**config.mk**
```make
export PLATFORM = sky130hd
export DESIGN_NAME = bang_bang_thermal_controller_core
export DESIGN_NICKNAME = d
export VERILOG_FILES = /design/src/design/bbtc_pkg.sv /design/src/design/bbtc_cfg_regs.sv /design/src/design/bbtc_ctrl.sv /design/src/design/bang_bang_thermal_controller_core.sv
export SDC_FILE = /design/constraint.sdc
export NUM_CORES = 1
export LEC_CHECK = 0
export ABC_CLOCK_PERIOD_IN_PS = 4500
export BUFFER_PORTS_ARGS = -buffer_cell sky130_fd_sc_hd__buf_2
export CORE_MARGIN = 5
export CORE_UTILIZATION = 50
export CTS_CLUSTER_DIAMETER = 120
export DETAILED_ROUTE_END_ITERATION = 8
export PLACE_DENSITY = 0.73
export SYNTH_ARGS = -nofsm -noshare
export SYNTH_HDL_FRONTEND = slang
export SYNTH_SLANG_ARGS = --single-unit
```
**constraint.sdc**
```tcl
create_clock -name clk_i -period 4.5 [get_ports clk_i]
set_input_delay 0.45 -clock clk_i [delete_from_list [all_inputs] [get_ports clk_i]]
set_output_delay 0.45 -clock clk_i [all_outputs]
set_load 0.02 [all_outputs]
```
**src/design/bbtc_pkg.sv**
```systemverilog
// Shared codes and constants for the bang-bang thermal controller.
// Holds drive codes, status codes, register indexes, reset values and the result struct.
// No dependencies.
package bbtc_pkg;

  localparam int unsigned CfgIdxWidth  = 3;
  localparam int unsigned CfgDataWidth = 32;
  localparam int unsigned HystWidth    = 12;
  localparam int unsigned DwellWidth   = 16;
  localparam int unsigned ErrWidth     = 8;
  localparam int unsigned TimeWidth    = 32;
  localparam int unsigned DriveWidth   = 2;
  localparam int unsigned StatusWidth  = 3;

  localparam logic [CfgIdxWidth-1:0] RegRequestMax = 3'd0;
  localparam logic [CfgIdxWidth-1:0] RegRequestMin = 3'd1;
  localparam logic [CfgIdxWidth-1:0] RegAbortMax   = 3'd2;
  localparam logic [CfgIdxWidth-1:0] RegAbortMin   = 3'd3;
  localparam logic [CfgIdxWidth-1:0] RegHysteresis = 3'd4;
  localparam logic [CfgIdxWidth-1:0] RegMinDwell   = 3'd5;
  localparam logic [CfgIdxWidth-1:0] RegMaxErrors  = 3'd6;

  localparam int RequestMaxReset = 720;
  localparam int RequestMinReset = 0;
  localparam int AbortMaxReset   = 800;
  localparam int AbortMinReset   = -80;
  localparam logic [HystWidth-1:0]  HysteresisReset = 12'd8;
  localparam logic [DwellWidth-1:0] MinDwellReset   = 16'd2000;
  localparam logic [ErrWidth-1:0]   MaxErrorsReset  = 8'd5;

  localparam logic [DriveWidth-1:0] DrvOff  = 2'd0;
  localparam logic [DriveWidth-1:0] DrvHeat = 2'd1;
  localparam logic [DriveWidth-1:0] DrvCool = 2'd2;

  localparam logic [StatusWidth-1:0] StOk          = 3'd0;
  localparam logic [StatusWidth-1:0] StEnableFault = 3'd1;
  localparam logic [StatusWidth-1:0] StRequestBad  = 3'd2;
  localparam logic [StatusWidth-1:0] StSensorFault = 3'd3;
  localparam logic [StatusWidth-1:0] StDriverFault = 3'd4;
  localparam logic [StatusWidth-1:0] StForcedOff   = 3'd5;

  localparam logic [ErrWidth-1:0] ErrSaturate = 8'hFF;

  typedef struct packed {
    logic                   drive_valid;
    logic [DriveWidth-1:0]  drive;
    logic [ErrWidth-1:0]    error_total;
    logic [StatusWidth-1:0] status;
  } result_t;

endpackage

```
**src/design/bbtc_cfg_regs.sv**
```systemverilog
// Configuration register file of the bang-bang thermal controller.
// Decodes the write channel into the seven limit and timing registers.
// Depends on bbtc_pkg.
module bbtc_cfg_regs #(
  parameter int unsigned TEMP_WIDTH = 16
) (
  input  logic                              clk_i,
  input  logic                              rst_ni,
  input  logic                              cfg_valid_i,
  input  logic [bbtc_pkg::CfgIdxWidth-1:0]  cfg_index_i,
  input  logic [bbtc_pkg::CfgDataWidth-1:0] cfg_wdata_i,
  output logic signed [TEMP_WIDTH-1:0]      request_max_o,
  output logic signed [TEMP_WIDTH-1:0]      request_min_o,
  output logic signed [TEMP_WIDTH-1:0]      abort_max_o,
  output logic signed [TEMP_WIDTH-1:0]      abort_min_o,
  output logic [bbtc_pkg::HystWidth-1:0]    hysteresis_o,
  output logic [bbtc_pkg::DwellWidth-1:0]   min_dwell_ms_o,
  output logic [bbtc_pkg::ErrWidth-1:0]     max_errors_o
);
  import bbtc_pkg::*;

  logic signed [TEMP_WIDTH-1:0] request_max_q, request_min_q, abort_max_q, abort_min_q;
  logic [HystWidth-1:0]  hysteresis_q;
  logic [DwellWidth-1:0] min_dwell_q;
  logic [ErrWidth-1:0]   max_errors_q;

  always_ff @(posedge clk_i or negedge rst_ni) begin
    if (!rst_ni) begin
      request_max_q <= TEMP_WIDTH'(RequestMaxReset);
      request_min_q <= TEMP_WIDTH'(RequestMinReset);
      abort_max_q   <= TEMP_WIDTH'(AbortMaxReset);
      abort_min_q   <= TEMP_WIDTH'(AbortMinReset);
      hysteresis_q  <= HysteresisReset;
      min_dwell_q   <= MinDwellReset;
      max_errors_q  <= MaxErrorsReset;
    end else if (cfg_valid_i) begin
      unique case (cfg_index_i)
        RegRequestMax: request_max_q <= cfg_wdata_i[TEMP_WIDTH-1:0];
        RegRequestMin: request_min_q <= cfg_wdata_i[TEMP_WIDTH-1:0];
        RegAbortMax:   abort_max_q   <= cfg_wdata_i[TEMP_WIDTH-1:0];
        RegAbortMin:   abort_min_q   <= cfg_wdata_i[TEMP_WIDTH-1:0];
        RegHysteresis: hysteresis_q  <= cfg_wdata_i[HystWidth-1:0];
        RegMinDwell:   min_dwell_q   <= cfg_wdata_i[DwellWidth-1:0];
        RegMaxErrors:  max_errors_q  <= cfg_wdata_i[ErrWidth-1:0];
        default: ;
      endcase
    end
  end

  assign request_max_o  = request_max_q;
  assign request_min_o  = request_min_q;
  assign abort_max_o    = abort_max_q;
  assign abort_min_o    = abort_min_q;
  assign hysteresis_o   = hysteresis_q;
  assign min_dwell_ms_o = min_dwell_q;
  assign max_errors_o   = max_errors_q;

endmodule

```
**src/design/bbtc_ctrl.sv**
```systemverilog
// Control decision and controller state of the bang-bang thermal controller.
// Computes one tick's result from a registered item and updates the state on advance.
// Depends on bbtc_pkg.
module bbtc_ctrl #(
  parameter int unsigned TEMP_WIDTH = 16
) (
  input  logic                              clk_i,
  input  logic                              rst_ni,
  input  logic                              advance_i,
  input  logic                              enable_i,
  input  logic                              enable_ok_i,
  input  logic signed [TEMP_WIDTH-1:0]      request_temp_i,
  input  logic                              request_ok_i,
  input  logic signed [TEMP_WIDTH-1:0]      measured_temp_i,
  input  logic                              measured_ok_i,
  input  logic [bbtc_pkg::DriveWidth-1:0]   driver_state_i,
  input  logic                              driver_ok_i,
  input  logic [bbtc_pkg::TimeWidth-1:0]    now_ms_i,
  input  logic signed [TEMP_WIDTH-1:0]      request_max_i,
  input  logic signed [TEMP_WIDTH-1:0]      request_min_i,
  input  logic signed [TEMP_WIDTH-1:0]      abort_max_i,
  input  logic signed [TEMP_WIDTH-1:0]      abort_min_i,
  input  logic [bbtc_pkg::HystWidth-1:0]    hysteresis_i,
  input  logic [bbtc_pkg::DwellWidth-1:0]   min_dwell_ms_i,
  input  logic [bbtc_pkg::ErrWidth-1:0]     max_errors_i,
  output bbtc_pkg::result_t                 result_o
);
  import bbtc_pkg::*;

  localparam int unsigned DiffWidth =
      ((TEMP_WIDTH + 1 > HystWidth + 1) ? TEMP_WIDTH + 1 : HystWidth + 1) + 1;

  logic [DriveWidth-1:0] last_drive_q, last_drive_d;
  logic [TimeWidth-1:0]  last_change_q, last_change_d;
  logic                  first_change_q, first_change_d;
  logic [ErrWidth-1:0]   err_q, err_d;

  logic signed [DiffWidth-1:0] delta, hyst_s;
  logic [TimeWidth-1:0]        elapsed;
  logic                        out_of_range;
  logic [DriveWidth-1:0]       target;
  logic                        valid;
  logic [DriveWidth-1:0]       cmd;
  logic [StatusWidth-1:0]      status;

  assign delta = DiffWidth'(request_temp_i) - DiffWidth'(measured_temp_i);
  assign hyst_s = $signed(DiffWidth'(hysteresis_i));
  assign elapsed = now_ms_i - last_change_q;
  assign out_of_range = (request_temp_i > request_max_i) || (request_temp_i < request_min_i) ||
                        (measured_temp_i > abort_max_i) || (measured_temp_i < abort_min_i);

  always_comb begin
    if (delta >= hyst_s) begin
      target = DrvHeat;
    end else if (delta <= -hyst_s) begin
      target = DrvCool;
    end else begin
      target = DrvOff;
    end
  end

  always_comb begin
    err_d          = err_q;
    last_drive_d   = last_drive_q;
    last_change_d  = last_change_q;
    first_change_d = first_change_q;
    valid          = 1'b0;
    cmd            = DrvOff;
    status         = StOk;

    if (!enable_ok_i) begin
      if (err_d != ErrSaturate) err_d = err_d + 1'b1;
      status = StEnableFault;
    end

    if ((last_drive_d != DrvOff) &&
        ((enable_ok_i && !enable_i) || (err_d > max_errors_i))) begin
      if (!driver_ok_i || (driver_state_i != DrvOff)) begin
        valid = 1'b1;
        cmd   = DrvOff;
      end
      last_drive_d = DrvOff;
      err_d        = '0;
      status       = StForcedOff;
    end

    if (enable_i && enable_ok_i) begin
      if (!request_ok_i) begin
        if (err_d != ErrSaturate) err_d = err_d + 1'b1;
        status = StRequestBad;
      end else if (!measured_ok_i) begin
        if (err_d != ErrSaturate) err_d = err_d + 1'b1;
        status = StSensorFault;
      end else if (!driver_ok_i) begin
        if (err_d != ErrSaturate) err_d = err_d + 1'b1;
        status = StDriverFault;
      end else if (out_of_range) begin
        if ((last_drive_d != DrvOff) || (driver_state_i != DrvOff)) begin
          valid         = 1'b1;
          cmd           = DrvOff;
          last_drive_d  = DrvOff;
          last_change_d = now_ms_i;
        end
        err_d  = '0;
        status = StForcedOff;
      end else begin
        if ((first_change_q || (elapsed > TimeWidth'(min_dwell_ms_i))) &&
            ((last_drive_d != target) || (driver_state_i != target))) begin
          valid          = 1'b1;
          cmd            = target;
          last_drive_d   = target;
          last_change_d  = now_ms_i;
          first_change_d = 1'b0;
        end
        err_d  = '0;
        status = StOk;
      end
    end
  end

  always_ff @(posedge clk_i or negedge rst_ni) begin
    if (!rst_ni) begin
      last_drive_q   <= DrvOff;
      last_change_q  <= '0;
      first_change_q <= 1'b1;
      err_q          <= '0;
    end else if (advance_i) begin
      last_drive_q   <= last_drive_d;
      last_change_q  <= last_change_d;
      first_change_q <= first_change_d;
      err_q          <= err_d;
    end
  end

  assign result_o.drive_valid = valid;
  assign result_o.drive       = valid ? cmd : last_drive_d;
  assign result_o.error_total = err_d;
  assign result_o.status      = status;

endmodule

```
**src/design/bang_bang_thermal_controller_core.sv**
```systemverilog
// Top level of the bang-bang thermal controller.
// Holds the input item register and the result register around the control decision.
// Depends on bbtc_pkg, bbtc_cfg_regs and bbtc_ctrl.
//
// Each input item is one control tick with the enable, request, measurement and
// driver report plus a millisecond timestamp. Each item yields exactly one result
// item with the drive command, its valid flag, the error count and a status code.
// Items enter through in_valid_i/in_ready_o and results leave through
// out_valid_o/out_ready_i. Items are registered and, while results are taken, the
// block takes one item per cycle: the item register feeds the decision logic, which
// writes the controller state and the result register in the same cycle.
// When the receiver stalls, the result register holds and the item register still
// accepts one more item; after that in_ready_o drops until the result is taken.
// Configuration writes use cfg_valid_i/cfg_ready_o and are always taken; they
// must only be issued while no item is in flight. Reset clears the controller
// state to drive off, no change yet and zero errors, and loads the default limits.
module bang_bang_thermal_controller_core #(
  parameter int unsigned TEMP_WIDTH = 16
) (
  input  logic                                clk_i,
  input  logic                                rst_ni,
  input  logic                                cfg_valid_i,
  output logic                                cfg_ready_o,
  input  logic [bbtc_pkg::CfgIdxWidth-1:0]    cfg_index_i,
  input  logic [bbtc_pkg::CfgDataWidth-1:0]   cfg_wdata_i,
  input  logic                                in_valid_i,
  output logic                                in_ready_o,
  input  logic                                enable_i,
  input  logic                                enable_ok_i,
  input  logic signed [TEMP_WIDTH-1:0]        request_temp_i,
  input  logic                                request_ok_i,
  input  logic signed [TEMP_WIDTH-1:0]        measured_temp_i,
  input  logic                                measured_ok_i,
  input  logic [bbtc_pkg::DriveWidth-1:0]     driver_state_i,
  input  logic                                driver_ok_i,
  input  logic [bbtc_pkg::TimeWidth-1:0]      now_ms_i,
  output logic                                out_valid_o,
  input  logic                                out_ready_i,
  output logic                                drive_valid_o,
  output logic [bbtc_pkg::DriveWidth-1:0]     drive_o,
  output logic [bbtc_pkg::ErrWidth-1:0]       error_total_o,
  output logic [bbtc_pkg::StatusWidth-1:0]    status_o
);
  import bbtc_pkg::*;

  logic signed [TEMP_WIDTH-1:0] request_max, request_min, abort_max, abort_min;
  logic [HystWidth-1:0]  hysteresis;
  logic [DwellWidth-1:0] min_dwell_ms;
  logic [ErrWidth-1:0]   max_errors;

  logic                         in_valid_q, in_valid_d;
  logic                         enable_q, enable_ok_q, request_ok_q, measured_ok_q, driver_ok_q;
  logic signed [TEMP_WIDTH-1:0] request_temp_q, measured_temp_q;
  logic [DriveWidth-1:0]        driver_state_q;
  logic [TimeWidth-1:0]         now_ms_q;

  logic    out_valid_q, out_valid_d;
  result_t result_q, result_d;
  logic    advance, in_fire;

  assign cfg_ready_o = 1'b1;

  bbtc_cfg_regs #(
    .TEMP_WIDTH(TEMP_WIDTH)
  ) u_cfg (
    .clk_i          (clk_i),
    .rst_ni         (rst_ni),
    .cfg_valid_i    (cfg_valid_i),
    .cfg_index_i    (cfg_index_i),
    .cfg_wdata_i    (cfg_wdata_i),
    .request_max_o  (request_max),
    .request_min_o  (request_min),
    .abort_max_o    (abort_max),
    .abort_min_o    (abort_min),
    .hysteresis_o   (hysteresis),
    .min_dwell_ms_o (min_dwell_ms),
    .max_errors_o   (max_errors)
  );

  assign advance    = in_valid_q && (!out_valid_q || out_ready_i);
  assign in_ready_o = !in_valid_q || advance;
  assign in_fire    = in_valid_i && in_ready_o;

  assign in_valid_d  = in_fire ? 1'b1 : (advance ? 1'b0 : in_valid_q);
  assign out_valid_d = advance ? 1'b1 : (out_ready_i ? 1'b0 : out_valid_q);

  always_ff @(posedge clk_i or negedge rst_ni) begin
    if (!rst_ni) begin
      in_valid_q  <= 1'b0;
      out_valid_q <= 1'b0;
    end else begin
      in_valid_q  <= in_valid_d;
      out_valid_q <= out_valid_d;
    end
  end

  always_ff @(posedge clk_i) begin
    if (in_fire) begin
      enable_q        <= enable_i;
      enable_ok_q     <= enable_ok_i;
      request_temp_q  <= request_temp_i;
      request_ok_q    <= request_ok_i;
      measured_temp_q <= measured_temp_i;
      measured_ok_q   <= measured_ok_i;
      driver_state_q  <= driver_state_i;
      driver_ok_q     <= driver_ok_i;
      now_ms_q        <= now_ms_i;
    end
    if (advance) begin
      result_q <= result_d;
    end
  end

  bbtc_ctrl #(
    .TEMP_WIDTH(TEMP_WIDTH)
  ) u_ctrl (
    .clk_i           (clk_i),
    .rst_ni          (rst_ni),
    .advance_i       (advance),
    .enable_i        (enable_q),
    .enable_ok_i     (enable_ok_q),
    .request_temp_i  (request_temp_q),
    .request_ok_i    (request_ok_q),
    .measured_temp_i (measured_temp_q),
    .measured_ok_i   (measured_ok_q),
    .driver_state_i  (driver_state_q),
    .driver_ok_i     (driver_ok_q),
    .now_ms_i        (now_ms_q),
    .request_max_i   (request_max),
    .request_min_i   (request_min),
    .abort_max_i     (abort_max),
    .abort_min_i     (abort_min),
    .hysteresis_i    (hysteresis),
    .min_dwell_ms_i  (min_dwell_ms),
    .max_errors_i    (max_errors),
    .result_o        (result_d)
  );

  assign out_valid_o   = out_valid_q;
  assign drive_valid_o = result_q.drive_valid;
  assign drive_o       = result_q.drive;
  assign error_total_o = result_q.error_total;
  assign status_o      = result_q.status;

endmodule
```
* Word-level counts from Yosys, hierarchy flattened
Index checks and enable logic that the tools add are counted.
Storage, ports and cells: register bits after elaboration 230, output and inout bits 17, logic and storage cells 135
Operators by class: $add $sub $neg 5, order comparisons 8, equal/unequal tests 11, mux-type cells 48, bitwise gates (word level) 1, reduce and logical (&&, ||, !) cells 36
Operators by type and width (number):
- two-way mux 32 bit | 3
- two-way mux 8 bit | 8
- two-way mux 2 bit | 17
- greater-than comparator 16 bit | 2
- greater-than comparator 32 x 16 -> 1 bit | 1
- < comparator 16 bit | 2
- subtractor 32 bit | 1
- greater-or-equal comparator 18 x 13 -> 1 bit | 1
- <= comparator 18 bit | 1
- two-way mux 3 bit | 6
- negation 12 -> 18 bit | 1
- subtractor 16 x 16 -> 17 bit | 1
- adder 8 x 1 -> 8 bit, second input constant | 2
- inequality test 8 bit, second input constant | 2
- two-way mux 1 bit | 14
- AND reduction 2 bit | 7
- AND reduction 7 bit | 2
- nonzero test 2 bit | 6
- logical OR 1 bit | 10
- == test 3 bit, second input constant | 3
- greater-than comparator 8 bit | 1
- == test 3 x 2 -> 1 bit, second input constant | 2
- logical AND 1 bit | 6
- logical NOT 1 bit | 4
- 5 further kinds | 6

* Depth between registers and ports, before layout
depth in word-level cells 17, mapped depth 26, gate-level depth less buffers 25

* Hierarchy
From an unflattened synthesis, not the netlist that was laid out.
Unflattened totals: cells, all modules 1397, area total of the unflattened synthesis 15016.9 um^2
By module, submodules not included:
- bbtc_ctrl | times used 1, cells each 1083, area each 8469.4 um^2, seq. area each 1077.3 um^2
- bbtc_cfg_regs | times used 1, cells each 219, area each 3880.0 um^2, seq. area each 2536.2 um^2
- bang_bang_thermal_controller_core | times used 1, cells each 95, area each 2667.6 um^2, seq. area each 2602.5 um^2

* Least setup slack after synthesis
OpenSTA, ideal clock, no wires.
kind register to register, from reg now_ms_q[0], to reg u_ctrl.last_change_q[10], arrival 4.845 ns, required time 4.375 ns, path slack -0.471 ns, cell stages (with the launch flop) 23, clock period less this slack 4.971 ns, cells stage by stage edfxtp_1 inv_1 ha_1 inv_1 fa_1 a21o_1 a311o_1 a21oi_1 inv_1 a21oi_1 xnor2_1 ha_1 a21o_1 a221oi_1 o21ai_0 o22ai_1 o2111ai_1 or4_1 nor4_2 a311oi_2 o2111ai_4 buf_12 mux2_4
Between the ends: word-level cells in the longest chain between the ends 6
RTL lines:
- start, declared | RTL line bang_bang_thermal_controller_core.sv:55 | logic [TimeWidth-1:0] now_ms_q;
- start signal, assigned | RTL line bang_bang_thermal_controller_core.sv:107 | now_ms_q <= now_ms_i;
- subtractor 32 bit | RTL line bbtc_ctrl.sv:48 | assign elapsed = now_ms_i - last_change_q;
- greater-than comparator 32 x 16 -> 1 bit | RTL line bbtc_ctrl.sv:107 | if ((first_change_q || (elapsed > TimeWidth'(min_dwell_ms_i))) &&
- logical OR 1 bit | RTL line bbtc_ctrl.sv:107
- logical AND 1 bit | RTL line bbtc_ctrl.sv:107
- nonzero test 2 bit (no source line)
- AND reduction 7 bit (no source line)
- end signal, assigned | RTL line bbtc_ctrl.sv:129 | last_change_q <= last_change_d;
- end, declared | RTL line bbtc_ctrl.sv:34 | logic [TimeWidth-1:0] last_change_q, last_change_d;
Every way passes these cells. A chain may end at the register's enable or synchronous reset.

* Final worst setup path
from reg now_ms_q[0], to reg u_ctrl.last_change_q[26]
Same word-level chain as after synthesis.

==> metrics <==
pin count of the biggest net entering global routing=98; critical path startpoint category=flip-flop; TritonCTS clock tree=built; main combinational cell family by area after synthesis=compound AO/OA/AOI/OAI gates; Post-Synth XOR/XNOR Area=3.35%; Worst Tran Pin Value=1080 ps; Setup crit end kind=flip-flop; cell taking the most area after synthesis=dfrtp_1; Req. time, crit path=4930 ps; area grow syn2layout=21.0%; number of synthesized register bits=230; Tot GR Track Use=22.3%; Final Max Slew Viols=0; later-pin clock latency in the skew report=550 ps; Slew HR=28.2%; count of warnings emitted by yosys=0; Via density=5.56; fraction of layout cells with a size suffix above 1=26.4%; post-synthesis mux area share=7.10%; Yosys cell types=87; Hold-fix buffers, CTS=0; adder-cell share of the synthesized area=14.4%; Tcrit/Tclk final=111%; Clock Power Share=26.8%; Peak VDD IR=0.389 mV; DRC=0; First-pass DRT Iterations=5; PD cells=452 nW/um^2; WS Path Type=flip-flop to flip-flop; crit-path max FO=6; maximum clock frequency=0.200 GHz; failing checks=negative hold slack, negative setup slack; antenna violations before repair=0; unrepaired setup endpoints after global routing=yes; Clock Skews=14.1 ps; CP peak stage delay=440 ps; vias in the first global route=11800; Main synth FF type=dfrtp_1; TritonCTS Buffers=26; post-synthesis sequential area ratio=42.6%; Hold Slack=-28.4 ps; internal power=5260 uW; Clock Sinks=230; Reg2Reg Launch Point=now_ms_q[0]$_DFFE_PP_; first-pass GRT wire length=60100 um; wire length per cell=17.8 um; number of buffers added on ports=110; FILL cells=2384; H-tree Lvls=1; cell area after synthesis=14600 sq um; GPL Wtd Cong=0.917; worst min path class=input pin to asynchronous set/reset pin; Fin Setup TNS=-15880 ps; Comb power frac=38.5%; Final nets=1968; Cell Chain, Critical Path=inv_1, ha_2, inv_2, fa_2, a21o_1, a311o_1, and3b_1, nor2_1, xnor2_1, ha_1, nand4_1, nor2_2, a221oi_2, o21ai_1, o22ai_1, o2111ai_1, or4_4, nor4_4, a311oi_2, o2111ai_4, buf_12, clkbuf_16, mux2_4; FFs w/ async S/R, synth=63.0%; Net Count, Synth=1719; CTS clk-pin slew, worst paths=60 ps; Slowest-stage cell, CP=or4_4; post-synthesis average cell area=10.1 sq um; Post-Route WL=37300 um; Post-Synth Simple-Gate Area=12.1%; core area=28800 sq um; Post-DP HPWL=27900 um; outcome=finished with violations; DR iter-0 viols=822; Seq pwr share=34.7%; NetSw=2730 uW; Lkg Pwr=0.00816 uW; Crit. Startpoint=now_ms_q[0]$_DFFE_PP_; die width=181 um; Antenna Cells=0; Post-synth EDFFs=85; Max-Cap Viols=0; IO Count=128; clock buffer depth=3; Final ANT Viol Nets=0; post-route core utilization=61.4%; DIE HEIGHT=181 um; top-area cell type share of the netlist area=20.0%; full die area=32700 sq um; Final min period=4990 ps; clk root buf=clkbuf_16; sw frac=34.2%; setup violators final=37; Syn Inst Count=1441; top post-synthesis cells by area=dfrtp_1, edfxtp_1, ha_1, dfstp_2, inv_1; Initial Util=50.7%; final worst-path setup slack=-488 ps; Placement Rows=62; Synth Area in Compound Gates=14.5%; Hold Vio Cnt, Final=4; arrival time at the worst endpoint=5410 ps; vias post-DR=11600; GRT overflow=0
[per-layer routing]
metal | track usage (%) | wire, um
met5 | 0 | 0
met4 | 4.66 | 792
met3 | 2.92 | 1830
met2 | 39.2 | 18200
met1 | 29.7 | 16500
[through the flow]
step | setup WS (ps) | cells | instance area (sq um) | power [uW] | hold slack (ps)
detailed placement | -630 | 2034 | 16500 | 5740 | 492
global placement | -495 | 2034 | 16500 | 5630 | 465
floorplan | -197 | 1441 | 14700 | 4760 | 154
finish | -488 | 2094 | 17700 | 7990 | -28.4
CTS | -622 | 2090 | 17600 | 7960 | 41.5
global route | -723 | 2094 | 17700 | 8520 | 49.6
[synth_stat cells, types with 20 or more instances]
| cell type | instances |
|---|---|
| inv_1 | 176 |
| ha_1 | 165 |
| nand2_1 | 143 |
| dfrtp_1 | 117 |
| o21ai_0 | 103 |
| a21oi_1 | 85 |
| edfxtp_1 | 85 |
| nor2_1 | 52 |
| mux2_2 | 45 |
| xnor2_1 | 35 |
| nand3_1 | 33 |
| mux2_4 | 30 |
| nand4_1 | 30 |
| nor3_1 | 29 |
| dfstp_2 | 28 |
| clkbuf_1 | 23 |
| a21o_1 | 20 |
[critical path: cells and delay by family (launching register included)]
| family | cells | cell delay (ps) |
|---|---|---|
| compound gates | 8 | 1510 |
| xor+xnor | 1 | 170 |
| fa+ha+maj | 3 | 770 |
| buf+inv | 4 | 470 |
| flops | 1 | 390 |
| mux | 1 | 300 |
| simple gates | 6 | 1240 |
[layout make-up]
| cell class | count | area, sq um | share of cell area, % |
|---|---|---|---|
| Clock buffer | 40 | 753 | 4.26 |
| Clock inverter | 8 | 108 | 0.609 |
| Inverter | 177 | 664 | 3.76 |
| Multi-Input combinational cell | 1001 | 7710 | 43.7 |
| Sequential cell | 230 | 6220 | 35.2 |
| Tap cell | 384 | 480 | 2.72 |
| Timing Repair Buffer | 254 | 1730 | 9.80 |
[sequential cells by signal, indices dropped and copies added (netlist names), 16 cells and up]
| register | count |
|---|---|
| measured_temp_q | 16 |
| u_cfg.min_dwell_ms_o | 16 |
| u_cfg.abort_min_o | 16 |
| u_cfg.request_max_o | 16 |
| u_ctrl.last_change_q | 32 |
| now_ms_q | 32 |
| u_cfg.abort_max_o | 16 |
| u_cfg.request_min_o | 16 |
| request_temp_q | 16 |
[cells by family after synthesis]
group / after synthesis
buf+inv: 210
simple gates: 365
mux: 83
fa+ha+maj: 167
other cells: 1
xor+xnor: 55
compound gates: 330
flops: 230
[cell usage in the layout (no fill, tap or decap), drive strengths merged, types with 5 or more instances in the layout]
master     n
buf      253
inv      177
ha       165
nand2    143
dfrtp    117
o21ai    107
a21oi     86
edfxtp    85
mux2      75
nor2      52
clkbuf    41
xnor2     36
nand3     33
nor3      31
nand4     30
dfstp     28
a21o      21
o211ai    19
xor2      19
nor2b     17
a31oi     13
o21a      11
and2      11
nand2b    10
nor3b     10
o31ai      9
mux2i      8
o2111ai    7
and3       7
a211oi     7
nor4       6
a2111oi    6
a221oi     5
a21boi     5
clkinv     5
[power groups by stage]
stage               Sequential, uW  Clock, uW  Combinational [uW]
finish                        2770       2140                3080
global placement              2790          0                2840
detailed placement            2800          0                2940
global route                  2810       2270                3440
CTS                           2770       2180                3020
floorplan                     2770          0                1990
[path summary, 6_finish.rpt]
path	end	slack, ps	depth (start not counted)
worst max-delay path	u_ctrl.last_change_q[26]$_DFFE_PN0P_	-490	23
worst min-delay path	u_ctrl.last_change_q[8]$_DFFE_PN0P_	-30	1
worst max register to register	u_ctrl.last_change_q[26]$_DFFE_PN0P_	-490	23
worst min register to register	u_cfg.abort_min_o[2]$_DFFE_PN0P_	500	1
max in group asynchronous	u_cfg.abort_min_o[8]$_DFFE_PN1P_	3540	2
min in group clk_i	request_temp_q[12]$_DFFE_PP_	70	1
[repair_timing]
action / 4_1_cts / 5_1_grt
buffers inserted: 6 / 3
cloned: 2 / 1
endpoints found under the setup margin: 38 / 50
gates resized for setup: 17 / 22
pin swaps: 20 / 19
Power figures use the tool's default switching activity.
